### config.mk
export PLATFORM = sky130hd
export DESIGN_NAME = fifo_queue_with_dedup_flat
export DESIGN_NICKNAME = d
export VERILOG_FILES = /design/src/design/fqd_pkg.sv /design/src/design/fqd_if.sv /design/src/design/fqd_cell.sv /design/src/design/fifo_queue_with_dedup.sv /design/src/flat_wrapper.sv
export SDC_FILE = /design/constraint.sdc
export NUM_CORES = 1
export LEC_CHECK = 0
export BUFFER_PORTS_ARGS = -buffer_cell sky130_fd_sc_hd__buf_2
export CORE_MARGIN = 1.5
export CORE_UTILIZATION = 46
export CTS_BUF_LIST = sky130_fd_sc_hd__clkbuf_2
export DETAILED_ROUTE_END_ITERATION = 10
export PLACE_DENSITY = 0.68
export SYNTH_ARGS = -nofsm -noshare
export SYNTH_HDL_FRONTEND = slang
export SYNTH_SLANG_ARGS = --single-unit
### constraint.sdc
create_clock -name clk_i -period 12.95 [get_ports clk_i]
set_clock_uncertainty 0.2 [all_clocks]
set_input_delay 1.295 -clock clk_i [delete_from_list [all_inputs] [get_ports clk_i]]
set_output_delay 1.295 -clock clk_i [all_outputs]
set_load 0.05 [all_outputs]
### src/design/fqd_pkg.sv
// Shared types, widths and command/fault codes for the FIFO queue with dedup.
// No dependencies; every other design file refers to this package by scope.
package fqd_pkg;

  localparam int unsigned DEPTH   = 16;
  localparam int unsigned IDX_W   = $clog2(DEPTH);
  localparam int unsigned CNT_W   = $clog2(DEPTH + 1);
  localparam int unsigned DATA_W  = 32;
  localparam int unsigned FUNC_W  = 2;
  localparam int unsigned RMV_W   = 4;
  localparam int unsigned OCC_W   = 5;
  localparam int unsigned FAULT_W = 2;

  typedef logic signed [DATA_W-1:0] data_t;
  typedef logic [FUNC_W-1:0]        func_t;
  typedef logic [FAULT_W-1:0]       fault_t;
  typedef logic [RMV_W-1:0]         rmv_t;
  typedef logic [OCC_W-1:0]         occ_t;
  typedef logic [CNT_W-1:0]         cnt_t;
  typedef logic [IDX_W-1:0]         idx_t;

  localparam func_t FUNC_ENQ  = 2'd0;
  localparam func_t FUNC_DEQ  = 2'd1;
  localparam func_t FUNC_UNIQ = 2'd2;

  localparam fault_t FAULT_NONE  = 2'd0;
  localparam fault_t FAULT_EMPTY = 2'd1;
  localparam fault_t FAULT_FULL  = 2'd2;

  localparam rmv_t RMV_MAX = {RMV_W{1'b1}};

  // Per-cell control: load wins over shift.
  typedef struct packed {
    logic shift;
    logic load;
  } cell_ctl_t;

endpackage

### src/design/fqd_if.sv
// Request and response channel interfaces for the FIFO queue with dedup.
// Depends on fqd_pkg for payload types.
interface fqd_req_if;
  logic          valid;
  logic          ready;
  fqd_pkg::func_t func;
  fqd_pkg::data_t value;

  modport source (output valid, output func, output value, input ready);
  modport sink   (input valid, input func, input value, output ready);
endinterface

interface fqd_rsp_if;
  logic            valid;
  logic            ready;
  fqd_pkg::data_t  out_value;
  fqd_pkg::data_t  head_value;
  fqd_pkg::rmv_t   removed_count;
  fqd_pkg::occ_t   occupancy;
  logic            is_empty;
  fqd_pkg::fault_t fault;

  modport source (output valid, output out_value, output head_value, output removed_count,
                  output occupancy, output is_empty, output fault, input ready);
  modport sink   (input valid, input out_value, input head_value, input removed_count,
                  input occupancy, input is_empty, input fault, output ready);
endinterface

### src/design/fqd_cell.sv
// One storage cell of the queue chain: holds one entry, takes its right
// neighbor's entry on shift or a new entry on load. Depends on fqd_pkg.
module fqd_cell (
  input  logic              clk_i,
  input  fqd_pkg::cell_ctl_t ctl_i,
  input  fqd_pkg::data_t    load_data_i,
  input  fqd_pkg::data_t    nbr_data_i,
  output fqd_pkg::data_t    data_o
);

  fqd_pkg::data_t data_q, data_d;

  always_comb begin
    data_d = data_q;
    if (ctl_i.load) begin
      data_d = load_data_i;
    end else if (ctl_i.shift) begin
      data_d = nbr_data_i;
    end
  end

  always_ff @(posedge clk_i) begin
    data_q <= data_d;
  end

  assign data_o = data_q;

endmodule

### src/design/fifo_queue_with_dedup.sv
// Bounded FIFO of signed 32-bit entries held in a chain of cells, front in
// cell 0. Every request gives one response. Enqueue, dequeue and the no-op
// code are answered from the idle state; make-unique rotates the whole
// queue once through the chain, one entry per cycle, dropping later copies
// of the value as they pass the front, and then loads its response; no
// request enters until the pass is over. A registered response stage lets
// the next request enter in the same cycle that the waiting response is
// taken; while a response waits unread, no request enters.
// Depends on fqd_pkg, fqd_if and fqd_cell.
module fifo_queue_with_dedup (
  input  logic         clk_i,
  input  logic         rst_ni,
  fqd_req_if.sink      req_i,
  fqd_rsp_if.source    rsp_o
);

  localparam logic ST_IDLE = 1'b0;
  localparam logic ST_UNIQ = 1'b1;

  logic              state_q, state_d;
  fqd_pkg::cnt_t     count_q, count_d;
  fqd_pkg::cnt_t     remain_q, remain_d;
  fqd_pkg::cnt_t     removed_q, removed_d;
  logic              seen_q, seen_d;
  fqd_pkg::data_t    key_q, key_d;

  fqd_pkg::data_t    cell_data [fqd_pkg::DEPTH];
  fqd_pkg::cell_ctl_t cell_ctl [fqd_pkg::DEPTH];
  logic              shift_all;
  logic              load_en;
  fqd_pkg::idx_t     load_idx;
  fqd_pkg::data_t    load_data;

  logic              accept;
  logic              rsp_load;
  logic              rsp_valid_q, rsp_valid_d;
  fqd_pkg::data_t    out_value_q, out_value_d;
  fqd_pkg::data_t    head_q, head_d;
  fqd_pkg::rmv_t     removed_out_q, removed_out_d;
  fqd_pkg::occ_t     occ_q;
  logic              empty_q;
  fqd_pkg::fault_t   fault_q, fault_d;

  assign req_i.ready = (state_q == ST_IDLE) && (!rsp_valid_q || rsp_o.ready);
  assign accept      = req_i.valid && req_i.ready;

  genvar gi;
  generate
    for (gi = 0; gi < fqd_pkg::DEPTH; gi++) begin : g_cell
      fqd_pkg::data_t nbr;
      if (gi < fqd_pkg::DEPTH - 1) begin : g_mid
        assign nbr = cell_data[gi+1];
      end else begin : g_last
        assign nbr = '0;
      end
      assign cell_ctl[gi].shift = shift_all;
      assign cell_ctl[gi].load  = load_en && (load_idx == fqd_pkg::IDX_W'(gi));
      fqd_cell u_cell (
        .clk_i       (clk_i),
        .ctl_i       (cell_ctl[gi]),
        .load_data_i (load_data),
        .nbr_data_i  (nbr),
        .data_o      (cell_data[gi])
      );
    end
  endgenerate

  always_comb begin
    state_d       = state_q;
    count_d       = count_q;
    remain_d      = remain_q;
    removed_d     = removed_q;
    seen_d        = seen_q;
    key_d         = key_q;
    shift_all     = 1'b0;
    load_en       = 1'b0;
    load_idx      = count_q[fqd_pkg::IDX_W-1:0];
    load_data     = req_i.value;
    rsp_load      = 1'b0;
    out_value_d   = '0;
    head_d        = (count_q != '0) ? cell_data[0] : '0;
    removed_out_d = '0;
    fault_d       = fqd_pkg::FAULT_NONE;

    case (state_q)
      ST_IDLE: begin
        if (accept) begin
          case (req_i.func)
            fqd_pkg::FUNC_ENQ: begin
              rsp_load = 1'b1;
              if (count_q >= fqd_pkg::CNT_W'(fqd_pkg::DEPTH)) begin
                fault_d = fqd_pkg::FAULT_FULL;
              end else begin
                load_en = 1'b1;
                count_d = count_q + fqd_pkg::CNT_W'(1);
                if (count_q == '0) begin
                  head_d = req_i.value;
                end
              end
            end
            fqd_pkg::FUNC_DEQ: begin
              rsp_load = 1'b1;
              if (count_q == '0) begin
                fault_d = fqd_pkg::FAULT_EMPTY;
              end else begin
                shift_all   = 1'b1;
                out_value_d = cell_data[0];
                count_d     = count_q - fqd_pkg::CNT_W'(1);
                head_d      = (count_q > fqd_pkg::CNT_W'(1)) ? cell_data[1] : '0;
              end
            end
            fqd_pkg::FUNC_UNIQ: begin
              state_d   = ST_UNIQ;
              remain_d  = count_q;
              removed_d = '0;
              seen_d    = 1'b0;
              key_d     = req_i.value;
            end
            default: begin
              rsp_load = 1'b1;
            end
          endcase
        end
      end
      ST_UNIQ: begin
        if (remain_q == '0) begin
          rsp_load      = 1'b1;
          state_d       = ST_IDLE;
          removed_out_d = (removed_q > fqd_pkg::CNT_W'(fqd_pkg::RMV_MAX)) ?
                          fqd_pkg::RMV_MAX : fqd_pkg::RMV_W'(removed_q);
        end else begin
          // Front entry leaves the chain; it is re-appended at the tail
          // unless it is a later copy of the key.
          remain_d  = remain_q - fqd_pkg::CNT_W'(1);
          shift_all = 1'b1;
          if ((cell_data[0] == key_q) && seen_q) begin
            count_d   = count_q - fqd_pkg::CNT_W'(1);
            removed_d = removed_q + fqd_pkg::CNT_W'(1);
          end else begin
            load_en   = 1'b1;
            load_idx  = fqd_pkg::IDX_W'(count_q - fqd_pkg::CNT_W'(1));
            load_data = cell_data[0];
            seen_d    = seen_q || (cell_data[0] == key_q);
          end
        end
      end
      default: begin
        state_d = ST_IDLE;
      end
    endcase
  end

  assign rsp_valid_d = rsp_load || (rsp_valid_q && !rsp_o.ready);

  always_ff @(posedge clk_i or negedge rst_ni) begin
    if (!rst_ni) begin
      state_q     <= ST_IDLE;
      count_q     <= '0;
      remain_q    <= '0;
      removed_q   <= '0;
      seen_q      <= 1'b0;
      rsp_valid_q <= 1'b0;
    end else begin
      state_q     <= state_d;
      count_q     <= count_d;
      remain_q    <= remain_d;
      removed_q   <= removed_d;
      seen_q      <= seen_d;
      rsp_valid_q <= rsp_valid_d;
    end
  end

  always_ff @(posedge clk_i) begin
    key_q <= key_d;
    if (rsp_load) begin
      out_value_q   <= out_value_d;
      head_q        <= head_d;
      removed_out_q <= removed_out_d;
      occ_q         <= fqd_pkg::OCC_W'(count_d);
      empty_q       <= (count_d == '0);
      fault_q       <= fault_d;
    end
  end

  assign rsp_o.valid         = rsp_valid_q;
  assign rsp_o.out_value     = out_value_q;
  assign rsp_o.head_value    = head_q;
  assign rsp_o.removed_count = removed_out_q;
  assign rsp_o.occupancy     = occ_q;
  assign rsp_o.is_empty      = empty_q;
  assign rsp_o.fault         = fault_q;

`ifndef NO_ASSERTIONS
  a_count_bound: assert property (@(posedge clk_i) disable iff (!rst_ni)
    count_q <= fqd_pkg::CNT_W'(fqd_pkg::DEPTH))
    else $error("queue count above depth");

  a_no_req_in_pass: assert property (@(posedge clk_i) disable iff (!rst_ni)
    (state_q == ST_UNIQ) |-> !req_i.ready)
    else $error("request taken during make-unique pass");

  a_uniq_enters_pass: assert property (@(posedge clk_i) disable iff (!rst_ni)
    (accept && (req_i.func == fqd_pkg::FUNC_UNIQ)) |=> (state_q == ST_UNIQ) && !rsp_valid_q)
    else $error("make-unique did not start a pass");

  a_simple_rsp: assert property (@(posedge clk_i) disable iff (!rst_ni)
    (accept && (req_i.func != fqd_pkg::FUNC_UNIQ)) |=> rsp_valid_q)
    else $error("missing response for single-cycle request");

  a_pass_no_growth: assert property (@(posedge clk_i) disable iff (!rst_ni)
    (state_q == ST_UNIQ) |=> (count_q <= $past(count_q)))
    else $error("queue grew during make-unique pass");
`endif

endmodule
### src/flat_wrapper.sv
// flat-port wrapper written by rule: the top's interface ports become plain ports
module fifo_queue_with_dedup_flat 
  (clk_i, rst_ni, req_i_valid, req_i_func, req_i_value, req_i_ready, rsp_o_valid, rsp_o_out_value, rsp_o_head_value, rsp_o_removed_count, rsp_o_occupancy, rsp_o_is_empty, rsp_o_fault, rsp_o_ready);
  fqd_req_if req_i_i ();
  fqd_rsp_if rsp_o_i ();
  input  logic clk_i;
  input  logic rst_ni;
  input wire logic [$bits(req_i_i.valid)-1:0] req_i_valid;
  input wire logic [$bits(req_i_i.func)-1:0] req_i_func;
  input wire logic [$bits(req_i_i.value)-1:0] req_i_value;
  output wire logic [$bits(req_i_i.ready)-1:0] req_i_ready;
  output wire logic [$bits(rsp_o_i.valid)-1:0] rsp_o_valid;
  output wire logic [$bits(rsp_o_i.out_value)-1:0] rsp_o_out_value;
  output wire logic [$bits(rsp_o_i.head_value)-1:0] rsp_o_head_value;
  output wire logic [$bits(rsp_o_i.removed_count)-1:0] rsp_o_removed_count;
  output wire logic [$bits(rsp_o_i.occupancy)-1:0] rsp_o_occupancy;
  output wire logic [$bits(rsp_o_i.is_empty)-1:0] rsp_o_is_empty;
  output wire logic [$bits(rsp_o_i.fault)-1:0] rsp_o_fault;
  input wire logic [$bits(rsp_o_i.ready)-1:0] rsp_o_ready;
  assign req_i_i.valid = req_i_valid;
  assign req_i_i.func = req_i_func;
  assign req_i_i.value = req_i_value;
  assign req_i_ready = req_i_i.ready;
  assign rsp_o_valid = rsp_o_i.valid;
  assign rsp_o_out_value = rsp_o_i.out_value;
  assign rsp_o_head_value = rsp_o_i.head_value;
  assign rsp_o_removed_count = rsp_o_i.removed_count;
  assign rsp_o_occupancy = rsp_o_i.occupancy;
  assign rsp_o_is_empty = rsp_o_i.is_empty;
  assign rsp_o_fault = rsp_o_i.fault;
  assign rsp_o_i.ready = rsp_o_ready;
  fifo_queue_with_dedup u_core (.clk_i(clk_i), .rst_ni(rst_ni), .req_i(req_i_i), .rsp_o(rsp_o_i));
endmodule
==> run_summary.xml, run 1 <==
<?xml version="1.0" encoding="UTF-8"?>
<metrics>
  <group name="run_status">
    <metric name="outcome" unit="">finished, final reports clean</metric>
  </group>
  <group name="synthesis">
    <metric name="ys_seq_area_share" unit="%">66.2</metric>
    <metric name="simple_gate_share_of_the_synthesized_area" unit="%">4.30</metric>
    <metric name="synth-edff-count" unit="">620</metric>
    <metric name="syn_area" unit="um2">28800</metric>
    <metric name="yosys.area_share.adder" unit="%">0.304</metric>
    <metric name="synth-async-reset-ratio" unit="%">2.82</metric>
    <metric name="synth_compound_area_share" unit="%">4.18</metric>
    <metric name="postSynthCellCount" unit="">1694</metric>
    <metric name="unique_cell_type_count_in_the_yosys_netlist" unit="">68</metric>
    <metric name="synth_top_family_by_area" unit="">multiplexers</metric>
    <metric name="post_synth_xor_area_fraction" unit="%">1.06</metric>
    <metric name="synthFlopType" unit="">edfxtp_1</metric>
    <metric name="synthesis.yosys.warnings" unit="">0</metric>
    <metric name="synth-seq-cells" unit="">638</metric>
    <metric name="yosysTopAreaCellShare" unit="%">64.6</metric>
    <metric name="synth_mux_area_share" unit="%">20.9</metric>
    <metric name="syn-mean-instance-area" unit="um2">17.0</metric>
    <metric name="ys_top_cells_by_area" unit="">edfxtp_1, mux2_2, mux2_4</metric>
    <metric name="synthesized_net_count" unit="">1739</metric>
    <metric name="yosysTopAreaCell" unit="">edfxtp_1</metric>
  </group>
  <group name="final_layout">
    <metric name="drive_gt1_share" unit="%">45.7</metric>
    <metric name="total_area_of_sequential_cells" unit="um2">19100</metric>
    <metric name="multiInputGateArea" unit="um2">8910</metric>
    <metric name="final_core_utilization" unit="%">51.3</metric>
    <metric name="fillCellCount" unit="">5174</metric>
    <metric name="layout.nets" unit="">1967</metric>
    <metric name="area_growth" unit="%">10.1</metric>
  </group>
  <group name="critical_path">
    <metric name="critPathArrivalTime" unit="ns">6.23</metric>
    <metric name="worst_setup_path_end_kind" unit="">register</metric>
    <metric name="critical_path.endpoint" unit="">u_core.g_cell[10].u_cell.data_o[1]$_DFFE_PP_</metric>
    <metric name="worstSetupPathType" unit="">reg -&gt; reg</metric>
    <metric name="cell_count_of_the_worst_reg_to_reg_path" unit="">8</metric>
    <metric name="worst_r2r_startpoint" unit="">u_core.g_cell[0].u_cell.data_o[7]$_DFFE_PP_</metric>
    <metric name="cp_max_fo" unit="">33</metric>
    <metric name="regToRegEndpoint" unit="">u_core.g_cell[10].u_cell.data_o[1]$_DFFE_PP_</metric>
    <metric name="timing.critical_path.from" unit="">u_core.g_cell[0].u_cell.data_o[7]$_DFFE_PP_</metric>
    <metric name="worstSetupStartpointType" unit="">register</metric>
    <metric name="ff2ff_setup_slack" unit="ns">7.21</metric>
    <metric name="cp_data_required_time" unit="ns">13.45</metric>
  </group>
  <group name="clocking">
    <metric name="h-tree-depth" unit="">4</metric>
    <metric name="cts_sinks" unit="">638</metric>
    <metric name="tritoncts_clock_tree" unit="">built</metric>
    <metric name="clock_insertion_delay_worst_skew" unit="ns">1.34</metric>
    <metric name="master_cell_of_the_clock_root_buffer" unit="">clkbuf_2</metric>
    <metric name="cts_repair_resize_count" unit="">0</metric>
    <metric name="ctsLongestPathBuffers" unit="">3</metric>
    <metric name="cts_made_buffers" unit="">163</metric>
    <metric name="clock_pin_transition_on_the_worst_setup_and_hold_timing_paths" unit="ns">0.10</metric>
  </group>
  <group name="route">
    <metric name="first_pass_iters" unit="">8</metric>
    <metric name="finalWirelength" unit="um">55100</metric>
    <metric name="routedWlPerCell" unit="um">19.2</metric>
    <metric name="antenna_left" unit="">0</metric>
    <metric name="routed-via-count" unit="">15285</metric>
    <metric name="detailed_route_drc_error_count" unit="">0</metric>
    <metric name="detail_route.vias_per_cell" unit="">5.33</metric>
    <metric name="drt-initial-drc-count" unit="">978</metric>
  </group>
  <group name="timing">
    <metric name="slew_violations" unit="">0</metric>
    <metric name="maxClockFrequency" unit="MHz">174</metric>
    <metric name="grt_setup_unrepaired" unit="">no</metric>
    <metric name="post-route-min-period" unit="ns">5.74</metric>
    <metric name="setup-violations-final" unit="">0</metric>
    <metric name="aggregate_negative_setup_slack" unit="ns">0</metric>
    <metric name="max_slew.worst_pin.slew" unit="ns">1.21</metric>
    <metric name="total_count_of_hold_check_failures_in_the_final_report" unit="">0</metric>
    <metric name="timing.max_slew.rel_slack" unit="%">18.9</metric>
    <metric name="post-route-period-util" unit="%">44.3</metric>
  </group>
  <group name="min_path">
    <metric name="hp-class" unit="">in -&gt; async</metric>
  </group>
  <group name="global_routing">
    <metric name="grt_start_max_net_pins" unit="">53</metric>
    <metric name="groute.usage.overall" unit="%">17.7</metric>
    <metric name="vias_in_the_first_global_route" unit="">16029</metric>
    <metric name="grt_first_pass_wirelength" unit="um">88300</metric>
    <metric name="number_of_antenna_violations_at_the_first_check_in_global_routing" unit="">2</metric>
    <metric name="globalRouteOverflowTotal" unit="">0</metric>
  </group>
  <group name="floorplanning">
    <metric name="start_util" unit="%">46.6</metric>
    <metric name="fp.coreArea" unit="um2">61800</metric>
    <metric name="pin_count" unit="">116</metric>
    <metric name="rows" unit="">91</metric>
    <metric name="floorplan.die_area" unit="um2">64100</metric>
    <metric name="floorplan.die.height" unit="um">253</metric>
    <metric name="die_width" unit="um">253</metric>
  </group>
  <group name="flow_run">
    <metric name="drv.max_cap_violation_count" unit="">0</metric>
  </group>
  <group name="placed_design">
    <metric name="gp_congestion" unit="">0.881</metric>
    <metric name="dp_hpwl" unit="um">36000</metric>
    <metric name="port_bufs" unit="">115</metric>
  </group>
  <group name="power">
    <metric name="fin_total_pwr" unit="mW">8.35</metric>
    <metric name="power.static_leakage" unit="nW">11.5</metric>
    <metric name="ir_drop" unit="mV">0.125</metric>
    <metric name="p_per_area" unit="nW/um2">263</metric>
  </group>
</metrics>
[cells by family after synthesis]
kind of cell,after synthesis
AO/OA/AOI/OAI,137
XOR/XNOR,35
adder cells (fa/ha/maj),7
buffers and inverters,135
flip-flops,638
multiplexers,516
AND/OR/NAND/NOR,226
[through the flow]
step	cells	hold slack [ns]	setup WS, ns	cell area (um2)
2_1_floorplan	1694	0.298	5.14	28800
3_3_place_gp	2560	0.307	7.33	29900
3_5_place_dp	2560	0.311	7.25	29900
4_1_cts	2865	0.0417	7.14	31700
5_1_grt	2868	0.149	6.83	31700
6_report	2870	0.214	7.21	31700
[power by group]
| group | internal (mW) | switching, mW |
|---|---|---|
| logic | 1.19 | 1.71 |
| clock network | 0.562 | 0.782 |
| registers | 3.77 | 0.346 |
| total | 5.51 | 2.83 |
[sequential cells by signal, indices dropped and copies added (netlist names)]
signal	flops
u_core.rsp_o.is_empty	1
u_core.rsp_o.fault	2
u_core.rsp_o.removed_count	4
u_core.remain_q	5
u_core.removed_q	5
u_core.rsp_o.out_value	32
u_core.rsp_o.head_value	32
u_core.rsp_o.occupancy	5
u_core.state_q	1
u_core.rsp_o.valid	1
u_core.seen_q	1
u_core.count_q	5
u_core.key_q	32
u_core.g_cell.u_cell.data_o	512
[worst min-delay path by stage]
stage	slack, ns	end	start
after floorplan	0.30	u_core.removed_q[0]$_DFFE_PN0P_	u_core.removed_q[0]$_DFFE_PN0P_
after CTS	0.04	u_core.count_q[0]$_DFF_PN0_	rst_ni
after detailed placement	0.31	u_core.g_cell[7].u_cell.data_o[29]$_DFFE_PP_	u_core.g_cell[8].u_cell.data_o[29]$_DFFE_PP_
after global placement	0.31	u_core.g_cell[4].u_cell.data_o[12]$_DFFE_PP_	u_core.g_cell[5].u_cell.data_o[12]$_DFFE_PP_
final	0.21	u_core.count_q[0]$_DFF_PN0_	rst_ni
after global routing	0.15	u_core.count_q[0]$_DFF_PN0_	rst_ni
[synthesized netlist by cell type (14+ instances only)]
library cell  instances
mux2_2              432
a22oi_1              32
nand2b_1             17
nor3_1               14
clkbuf_1             62
xnor2_1              18
mux2_1               22
xor2_1               17
nor2b_1              32
edfxtp_1            620
nor2_1               30
mux2_4               58
nand2_1              54
and3_1               34
buf_6                28
dfrtp_1              18
inv_1                14
o21ai_0              43
buf_4                14
[worst max-delay path, cell delays in order (launching register included)]
cell and delay (ns):
edfxtp_1 0.45, xor2_1 0.17, nor4_1 0.74, and4_1 0.42, a31oi_4 0.37, buf_4 0.40
a31oi_4 0.37, o32a_2 0.93, nand2_1 1.02
[area by class of cell]
class	count	share of cell area, %
repair buffers	182	3.67
well taps	837	3.30
clock buffers	235	3.71
multi-input cells	921	28.1
inverters	16	0.189
diodes	5	0.0395
clock inverters	36	0.833
flip-flops and latches	638	60.1
[per-layer routing]
layer	up-vias	track usage [%]	wire length (um)	part of all wire (%)
li1	7114	-	-	-
met1	7546	22.3	23800	43
met2	495	28.3	26500	48
met3	130	4.16	2940	5.3
met4	0	9.70	1960	3.6
met5	-	0	0	0
[timing repair]
item	CTS	global route
buffers inserted	0	0
endpoints found under the hold margin	51	0
hold buffers	34	0
[layout by cell type (no fill, tap or decap), drive strengths merged, types with 16 or more instances in the layout]
cell	count
nand2	55
clkinv	27
and3	35
xor2	17
nor2b	32
inv	19
a21oi	16
edfxtp	620
clkbuf	235
nand2b	17
a22oi	32
mux2	512
dlygate4sd3	34
dfrtp	18
o21ai	43
xnor2	18
buf	148
nor2	31
No activity file was read; power rests on OpenSTA's default activity.
==> inputs of run 2 (changes only) <==
==> constraint.sdc (replaced) <==
create_clock -name clk_i -period 5.4 [get_ports clk_i]
set_clock_uncertainty 0.2 [all_clocks]
set_input_delay 0.54 -clock clk_i [delete_from_list [all_inputs] [get_ports clk_i]]
set_output_delay 0.54 -clock clk_i [all_outputs]
set_load 0.05 [all_outputs]
==> run 2 against run 1 <==
  * Register-to-register slack lost 6.6 ns
  * Design area is 1.4% higher
  * Critical path depth is 1 higher
  * Sequential cell count unchanged
  * Largest cell class unchanged
  * Largest power group unchanged
==> run_summary.xml, run 2 (synthesized netlist as in run 1, its figures left out) <==
<?xml version="1.0" encoding="UTF-8"?>
<metrics>
  <group name="run_status">
    <metric name="outcome" unit="">finished, final reports clean</metric>
  </group>
  <group name="placed_design">
    <metric name="dp_hpwl" unit="um">36100</metric>
    <metric name="detailed_place.area" unit="um2">30000</metric>
    <metric name="gp_congestion" unit="">0.892</metric>
    <metric name="port_bufs" unit="">115</metric>
    <metric name="numPlacedInstances" unit="">2572</metric>
  </group>
  <group name="floorplanning">
    <metric name="start_util" unit="%">46.6</metric>
    <metric name="floorplan.die.height" unit="um">253</metric>
    <metric name="pin_count" unit="">116</metric>
    <metric name="die_width" unit="um">253</metric>
    <metric name="fp.coreArea" unit="um2">61800</metric>
    <metric name="rows" unit="">91</metric>
    <metric name="floorplan.die_area" unit="um2">64100</metric>
  </group>
  <group name="route">
    <metric name="drt-initial-drc-count" unit="">885</metric>
    <metric name="finalWirelength" unit="um">56400</metric>
    <metric name="routedWlPerCell" unit="um">19.3</metric>
    <metric name="routed-via-count" unit="">15565</metric>
    <metric name="detailed_route_drc_error_count" unit="">0</metric>
    <metric name="first_pass_iters" unit="">5</metric>
    <metric name="detail_route.vias_per_cell" unit="">5.33</metric>
    <metric name="antenna_left" unit="">0</metric>
  </group>
  <group name="power">
    <metric name="p_per_area" unit="nW/um2">623</metric>
    <metric name="ir_drop" unit="mV">0.434</metric>
    <metric name="p_int" unit="mW">13.2</metric>
    <metric name="power.net_switching" unit="mW">6.85</metric>
    <metric name="switching_share" unit="%">34.2</metric>
    <metric name="clock_power_share" unit="%">15.6</metric>
    <metric name="fin_total_pwr" unit="mW">20.0</metric>
    <metric name="combinationalPowerShare" unit="%">35.4</metric>
    <metric name="power.static_leakage" unit="nW">11.7</metric>
    <metric name="seqPwrFrac" unit="%">49.0</metric>
  </group>
  <group name="final_layout">
    <metric name="final_common_cell" unit="">edfxtp_1</metric>
    <metric name="largest_register_ff_count" unit="">512</metric>
    <metric name="layout.nets" unit="">2018</metric>
    <metric name="area_growth" unit="%">11.6</metric>
    <metric name="mostFrequentLayoutCells" unit="">edfxtp_1, mux2_2, clkbuf_2</metric>
    <metric name="final_cell_area" unit="um2">32200</metric>
    <metric name="fillCellCount" unit="">5067</metric>
    <metric name="finalNonFillerCells" unit="">2918</metric>
    <metric name="drive_gt1_share" unit="%">44.8</metric>
  </group>
  <group name="global_routing">
    <metric name="vias_in_the_first_global_route" unit="">16583</metric>
    <metric name="globalRouteOverflowTotal" unit="">0</metric>
    <metric name="number_of_antenna_violations_at_the_first_check_in_global_routing" unit="">2</metric>
    <metric name="groute.usage.overall" unit="%">18.0</metric>
    <metric name="grt_first_pass_wirelength" unit="um">90100</metric>
    <metric name="grt_start_max_net_pins" unit="">43</metric>
  </group>
  <group name="timing">
    <metric name="max_slew.worst_pin.slew" unit="ns">0.860</metric>
    <metric name="grt_setup_unrepaired" unit="">no</metric>
    <metric name="post-route-min-period" unit="ns">4.75</metric>
    <metric name="slew_violations" unit="">0</metric>
    <metric name="hold-worst-slack" unit="ns">0.222</metric>
    <metric name="total_count_of_hold_check_failures_in_the_final_report" unit="">0</metric>
    <metric name="post-route-period-util" unit="%">88.0</metric>
    <metric name="setup-violations-final" unit="">0</metric>
    <metric name="aggregate_negative_setup_slack" unit="ns">0</metric>
    <metric name="timing.max_slew.rel_slack" unit="%">42.5</metric>
    <metric name="maxClockFrequency" unit="MHz">210</metric>
  </group>
  <group name="clocking">
    <metric name="h-tree-depth" unit="">4</metric>
    <metric name="master_cell_of_the_clock_root_buffer" unit="">clkbuf_2</metric>
    <metric name="cts_repair_resize_count" unit="">0</metric>
    <metric name="ctsLongestPathBuffers" unit="">3</metric>
    <metric name="tritoncts_clock_tree" unit="">built</metric>
    <metric name="cts_made_buffers" unit="">161</metric>
    <metric name="clock_insertion_delay_worst_skew" unit="ns">1.30</metric>
    <metric name="cts_sinks" unit="">638</metric>
    <metric name="clock_pin_transition_on_the_worst_setup_and_hold_timing_paths" unit="ns">0.12</metric>
  </group>
  <group name="critical_path">
    <metric name="cp_data_required_time" unit="ns">6.07</metric>
    <metric name="worst_path_largest_cell_delay" unit="ns">0.78</metric>
    <metric name="worstSetupPathType" unit="">reg -&gt; reg</metric>
    <metric name="worst_setup_path_end_kind" unit="">register</metric>
    <metric name="worst_path_buffer_plus_inverter_count" unit="">3</metric>
    <metric name="cell_type_of_the_slowest_stage_on_the_worst_timing_path" unit="">dfrtp_1</metric>
    <metric name="cp_max_fo" unit="">33</metric>
    <metric name="crit_path_cell_trace" unit="">clkinv_1 -&gt; ha_1 -&gt; or3_1 -&gt; a211oi_1 -&gt; a311oi_4 -&gt; o32ai_4 -&gt; buf_4 -&gt; nand2b_1 -&gt; buf_4</metric>
    <metric name="worstSetupStartpointType" unit="">register</metric>
    <metric name="path_common_cell" unit="">buf_4</metric>
    <metric name="crit_family" unit="">buffers and inverters</metric>
    <metric name="critPathArrivalTime" unit="ns">5.42</metric>
  </group>
  <group name="flow_run">
    <metric name="drv.max_cap_violation_count" unit="">0</metric>
  </group>
  <group name="min_path">
    <metric name="hp-class" unit="">in -&gt; async</metric>
  </group>
</metrics>
run 2: cell count changes in the layout (fill, tap and decap cells not counted), moves of 2 or more:
cell,before,now
clkbuf_2,235,226
buf_12,0,2
buf_4,33,43
bufinv_16,4,2
inv_2,5,7
dlygate4sd3_1,34,75
clkinv_2,1,3
diode_2,5,2
clkinv_1,23,27
inv_6,0,3
clkinv_4,3,0
run 2: power by group through the flow:
stage / sequential (mW) / combinational [mW] / clock [mW]
final: 9.82 / 7.08 / 3.12
after floorplan: 10.1 / 5.05 / 0
after detailed placement: 9.94 / 7.05 / 0
after global placement: 9.83 / 6.84 / 0
after global routing: 10.1 / 7.68 / 3.50
after CTS: 9.82 / 7.15 / 3.25
run 2: repair_timing:
action,4_1_cts,5_1_grt
buffers inserted,0,0
hold buffers,75,0
hold endpoints to repair,726,0
run 2: metrics by stage:
| stage | util [%] | setup slack, ns |
|---|---|---|
| detailed placement | 48.6 | 0.814 |
| floorplan | - | 0.344 |
| CTS | 52.0 | 0.688 |
| finish | 52.0 | 0.649 |
| global placement | 48.6 | 0.894 |
| global route | 52.0 | 0.424 |
run 2: metal layers:
layer | wire length [um] | GRT usage (%) | vias up
met1 | 23900 | 22.2 | 7802
li1 | - | - | 7184
met5 | 0 | 0 | -
met3 | 2980 | 4.30 | 115
met4 | 1420 | 7.78 | 0
met2 | 28100 | 30.2 | 464
run 2: cell type report:
class | instances | area (um2) | area share, %
multi-input cells | 921 | 8910 | 27.7
clock inverters | 43 | 244 | 0.759
diodes | 2 | 5.00 | 0.0156
inverters | 16 | 60.1 | 0.187
repair buffers | 235 | 1690 | 5.25
clock buffers | 226 | 1130 | 3.52
well taps | 837 | 1050 | 3.26
flip-flops and latches | 638 | 19100 | 59.3
run 2: tightest hold or removal path, stage by stage:
cell and delay [ns]:
dlygate4sd3_1 0.52, buf_2 0.11, dlygate4sd3_1 1.11
run 2: final timing paths:
kind                       cells past startpoint                                           from  slack, ns                                            end
min                                            3                                         rst_ni       0.22                    u_core.count_q[0]$_DFF_PN0_
max in group asynchronous                      3                                         rst_ni       4.22                    u_core.count_q[1]$_DFF_PN0_
max                                            9                    u_core.count_q[0]$_DFF_PN0_       0.65  u_core.g_cell[11].u_cell.data_o[31]$_DFFE_PP_
max reg2reg                                    9                    u_core.count_q[0]$_DFF_PN0_       0.65  u_core.g_cell[11].u_cell.data_o[31]$_DFFE_PP_
min reg2reg                                    1  u_core.g_cell[12].u_cell.data_o[14]$_DFFE_PP_       0.27  u_core.g_cell[11].u_cell.data_o[14]$_DFFE_PP_
min in group clk_i                             4                                    req_i_valid       0.23            u_core.rsp_o.fault[0]$_SDFFCE_PP0P_
==> inputs of run 3 (changes only) <==
--- a/config.mk
+++ b/config.mk
@@ -8,7 +8,7 @@
 export BUFFER_PORTS_ARGS = -buffer_cell sky130_fd_sc_hd__buf_2
 export CORE_MARGIN = 1.5
 export CORE_UTILIZATION = 46
-export CTS_BUF_LIST = sky130_fd_sc_hd__clkbuf_2
+export CTS_BUF_LIST = sky130_fd_sc_hd__clkbuf_4 sky130_fd_sc_hd__clkbuf_8
 export DETAILED_ROUTE_END_ITERATION = 10
 export PLACE_DENSITY = 0.68
 export SYNTH_ARGS = -nofsm -noshare
==> run 3 against run 2 <==
  * Worst hold slack got worse by 0.098 ns
  * Sequential share of layout area shrank 0.24 points
  * Setup slack improved by 0.057 ns
  * Critical path type unchanged
  * Die area stayed put
  * Critical path depth did not move
  * Register-to-register slack better by 0.06 ns
==> run_summary.xml, run 3 (synthesized netlist as in run 1, its figures left out) <==
<?xml version="1.0" encoding="UTF-8"?>
<metrics>
  <group name="floorplanning">
    <metric name="floorplan.die.height" unit="um">253</metric>
    <metric name="rows" unit="">91</metric>
    <metric name="floorplan.die_area" unit="um2">64100</metric>
    <metric name="fp.coreArea" unit="um2">61800</metric>
    <metric name="die_width" unit="um">253</metric>
    <metric name="start_util" unit="%">46.6</metric>
    <metric name="pin_count" unit="">116</metric>
  </group>
  <group name="timing">
    <metric name="fin_ws" unit="ns">0.706</metric>
    <metric name="post-route-min-period" unit="ns">4.69</metric>
    <metric name="grt_setup_unrepaired" unit="">no</metric>
    <metric name="post-route-period-util" unit="%">86.9</metric>
    <metric name="aggregate_negative_setup_slack" unit="ns">0</metric>
    <metric name="setup-violations-final" unit="">0</metric>
    <metric name="timing.max_slew.rel_slack" unit="%">44.4</metric>
    <metric name="hold-worst-slack" unit="ns">0.124</metric>
    <metric name="max_slew.worst_pin.slew" unit="ns">0.831</metric>
    <metric name="maxClockFrequency" unit="MHz">213</metric>
    <metric name="total_count_of_hold_check_failures_in_the_final_report" unit="">0</metric>
    <metric name="slew_violations" unit="">0</metric>
  </group>
  <group name="global_routing">
    <metric name="grt_start_max_net_pins" unit="">43</metric>
    <metric name="groute.usage.overall" unit="%">17.2</metric>
    <metric name="globalRouteOverflowTotal" unit="">0</metric>
    <metric name="number_of_antenna_violations_at_the_first_check_in_global_routing" unit="">2</metric>
    <metric name="grt_first_pass_wirelength" unit="um">87200</metric>
    <metric name="vias_in_the_first_global_route" unit="">15676</metric>
  </group>
  <group name="route">
    <metric name="drt-initial-drc-count" unit="">860</metric>
    <metric name="detail_route.vias_per_cell" unit="">5.38</metric>
    <metric name="first_pass_iters" unit="">5</metric>
    <metric name="routedWlPerCell" unit="um">19.7</metric>
    <metric name="routed-via-count" unit="">15000</metric>
    <metric name="finalWirelength" unit="um">54800</metric>
    <metric name="detailed_route_drc_error_count" unit="">0</metric>
    <metric name="antenna_left" unit="">0</metric>
  </group>
  <group name="final_layout">
    <metric name="final_core_utilization" unit="%">52.2</metric>
    <metric name="area_growth" unit="%">12.1</metric>
    <metric name="layout.nets" unit="">1917</metric>
    <metric name="finalNonFillerCells" unit="">2788</metric>
    <metric name="drive_gt1_share" unit="%">43.1</metric>
    <metric name="final_cell_area" unit="um2">32300</metric>
    <metric name="largest_register_ff_count" unit="">512</metric>
    <metric name="mostFrequentLayoutCells" unit="">edfxtp_1, mux2_2, buf_2</metric>
    <metric name="fillCellCount" unit="">4965</metric>
    <metric name="final_common_cell" unit="">edfxtp_1</metric>
  </group>
  <group name="placed_design">
    <metric name="dp_hpwl" unit="um">36100</metric>
    <metric name="port_bufs" unit="">115</metric>
    <metric name="gp_congestion" unit="">0.892</metric>
    <metric name="dp_worst_setup_slack" unit="ns">0.814</metric>
    <metric name="numPlacedInstances" unit="">2572</metric>
    <metric name="detailed_place.area" unit="um2">30000</metric>
  </group>
  <group name="power">
    <metric name="fin_total_pwr" unit="mW">20.8</metric>
    <metric name="power.static_leakage" unit="nW">11.5</metric>
    <metric name="ir_drop" unit="mV">0.427</metric>
    <metric name="p_per_area" unit="nW/um2">644</metric>
  </group>
  <group name="run_status">
    <metric name="outcome" unit="">finished, final reports clean</metric>
  </group>
  <group name="flow_run">
    <metric name="drv.max_cap_violation_count" unit="">0</metric>
  </group>
  <group name="critical_path">
    <metric name="worstSetupStartpointType" unit="">register</metric>
    <metric name="crit_path_cell_trace" unit="">clkinv_1 -&gt; ha_1 -&gt; or3_1 -&gt; o31ai_1 -&gt; a311oi_4 -&gt; o32ai_4 -&gt; buf_4 -&gt; nand2b_1 -&gt; buf_4</metric>
    <metric name="worst_path_largest_cell_delay" unit="ns">0.75</metric>
    <metric name="cp_max_fo" unit="">33</metric>
    <metric name="worst_path_buffer_plus_inverter_count" unit="">3</metric>
    <metric name="cell_type_of_the_slowest_stage_on_the_worst_timing_path" unit="">dfrtp_1</metric>
    <metric name="worst_setup_path_end_kind" unit="">register</metric>
    <metric name="worstSetupPathType" unit="">reg -&gt; reg</metric>
    <metric name="cp_data_required_time" unit="ns">5.51</metric>
    <metric name="ff2ff_setup_slack" unit="ns">0.71</metric>
    <metric name="crit_family" unit="">buffers and inverters</metric>
    <metric name="path_common_cell" unit="">buf_4</metric>
    <metric name="critPathArrivalTime" unit="ns">4.80</metric>
  </group>
  <group name="clocking">
    <metric name="cts_repair_resize_count" unit="">0</metric>
    <metric name="cts_made_buffers" unit="">101</metric>
    <metric name="clock_pin_transition_on_the_worst_setup_and_hold_timing_paths" unit="ns">0.07</metric>
    <metric name="clock_insertion_delay_worst_skew" unit="ns">0.70</metric>
    <metric name="h-tree-depth" unit="">3</metric>
    <metric name="cts_sinks" unit="">638</metric>
    <metric name="master_cell_of_the_clock_root_buffer" unit="">clkbuf_8</metric>
    <metric name="tritoncts_clock_tree" unit="">built</metric>
    <metric name="ctsLongestPathBuffers" unit="">3</metric>
  </group>
  <group name="min_path">
    <metric name="hp-class" unit="">in -&gt; async</metric>
  </group>
</metrics>
run 3: worst reg2reg max path, cell delays in order, from the launching register on:
cell and delay, ns:
dfrtp_1 0.75, clkinv_1 0.50, ha_1 0.56, or3_1 0.45, o31ai_1 0.39, a311oi_4 0.12, o32ai_4 0.34, buf_4 0.44
nand2b_1 0.19, buf_4 0.37
run 3: final timing paths:
| kind | from | endpoint | cells after the start |
|---|---|---|---|
| max | u_core.count_q[0]$_DFF_PN0_ | u_core.g_cell[11].u_cell.data_o[31]$_DFFE_PP_ | 9 |
| min | rst_ni | u_core.count_q[4]$_DFF_PN0_ | 2 |
| max reg2reg | u_core.count_q[0]$_DFF_PN0_ | u_core.g_cell[11].u_cell.data_o[31]$_DFFE_PP_ | 9 |
| min reg2reg | u_core.g_cell[9].u_cell.data_o[0]$_DFFE_PP_ | u_core.g_cell[8].u_cell.data_o[0]$_DFFE_PP_ | 1 |
| max in group asynchronous | rst_ni | u_core.removed_q[4]$_DFFE_PN0P_ | 2 |
| min in group clk_i | req_i_func[1] | u_core.rsp_o.fault[0]$_SDFFCE_PP0P_ | 4 |
run 3: where the power goes:
group	leakage (nW)	internal, mW	switching [mW]
clock	1.02	2.06	1.85
combinational	4.13	2.91	4.15
sequential	6.37	9.04	0.797
total	11.5	14.0	6.79
run 3: metal layers:
metal | wire length [um] | global-route usage (%) | up-vias
met1 | 23900 | 22.0 | 7594
met3 | 2460 | 2.92 | 99
li1 | - | - | 6922
met4 | 1400 | 6.59 | 0
met5 | 0 | 0 | -
met2 | 27000 | 29.2 | 385
run 3: layout make-up:
| type | instances | area [um2] | area share, % |
|---|---|---|---|
| sequential | 638 | 19100 | 59.1 |
| multi-input combinational | 921 | 8910 | 27.6 |
| clock buffer | 137 | 1670 | 5.18 |
| timing repair buffer | 194 | 1280 | 3.96 |
| tap | 837 | 1050 | 3.24 |
| clock inverter | 43 | 243 | 0.752 |
| inverter | 16 | 60.1 | 0.186 |
| antenna | 2 | 5.00 | 0.0155 |
run 3: timing repair:
item / CTS / global route
hold buffers: 34 / 0
hold endpoints to repair: 51 / 0
setup buffers: 0 / 0
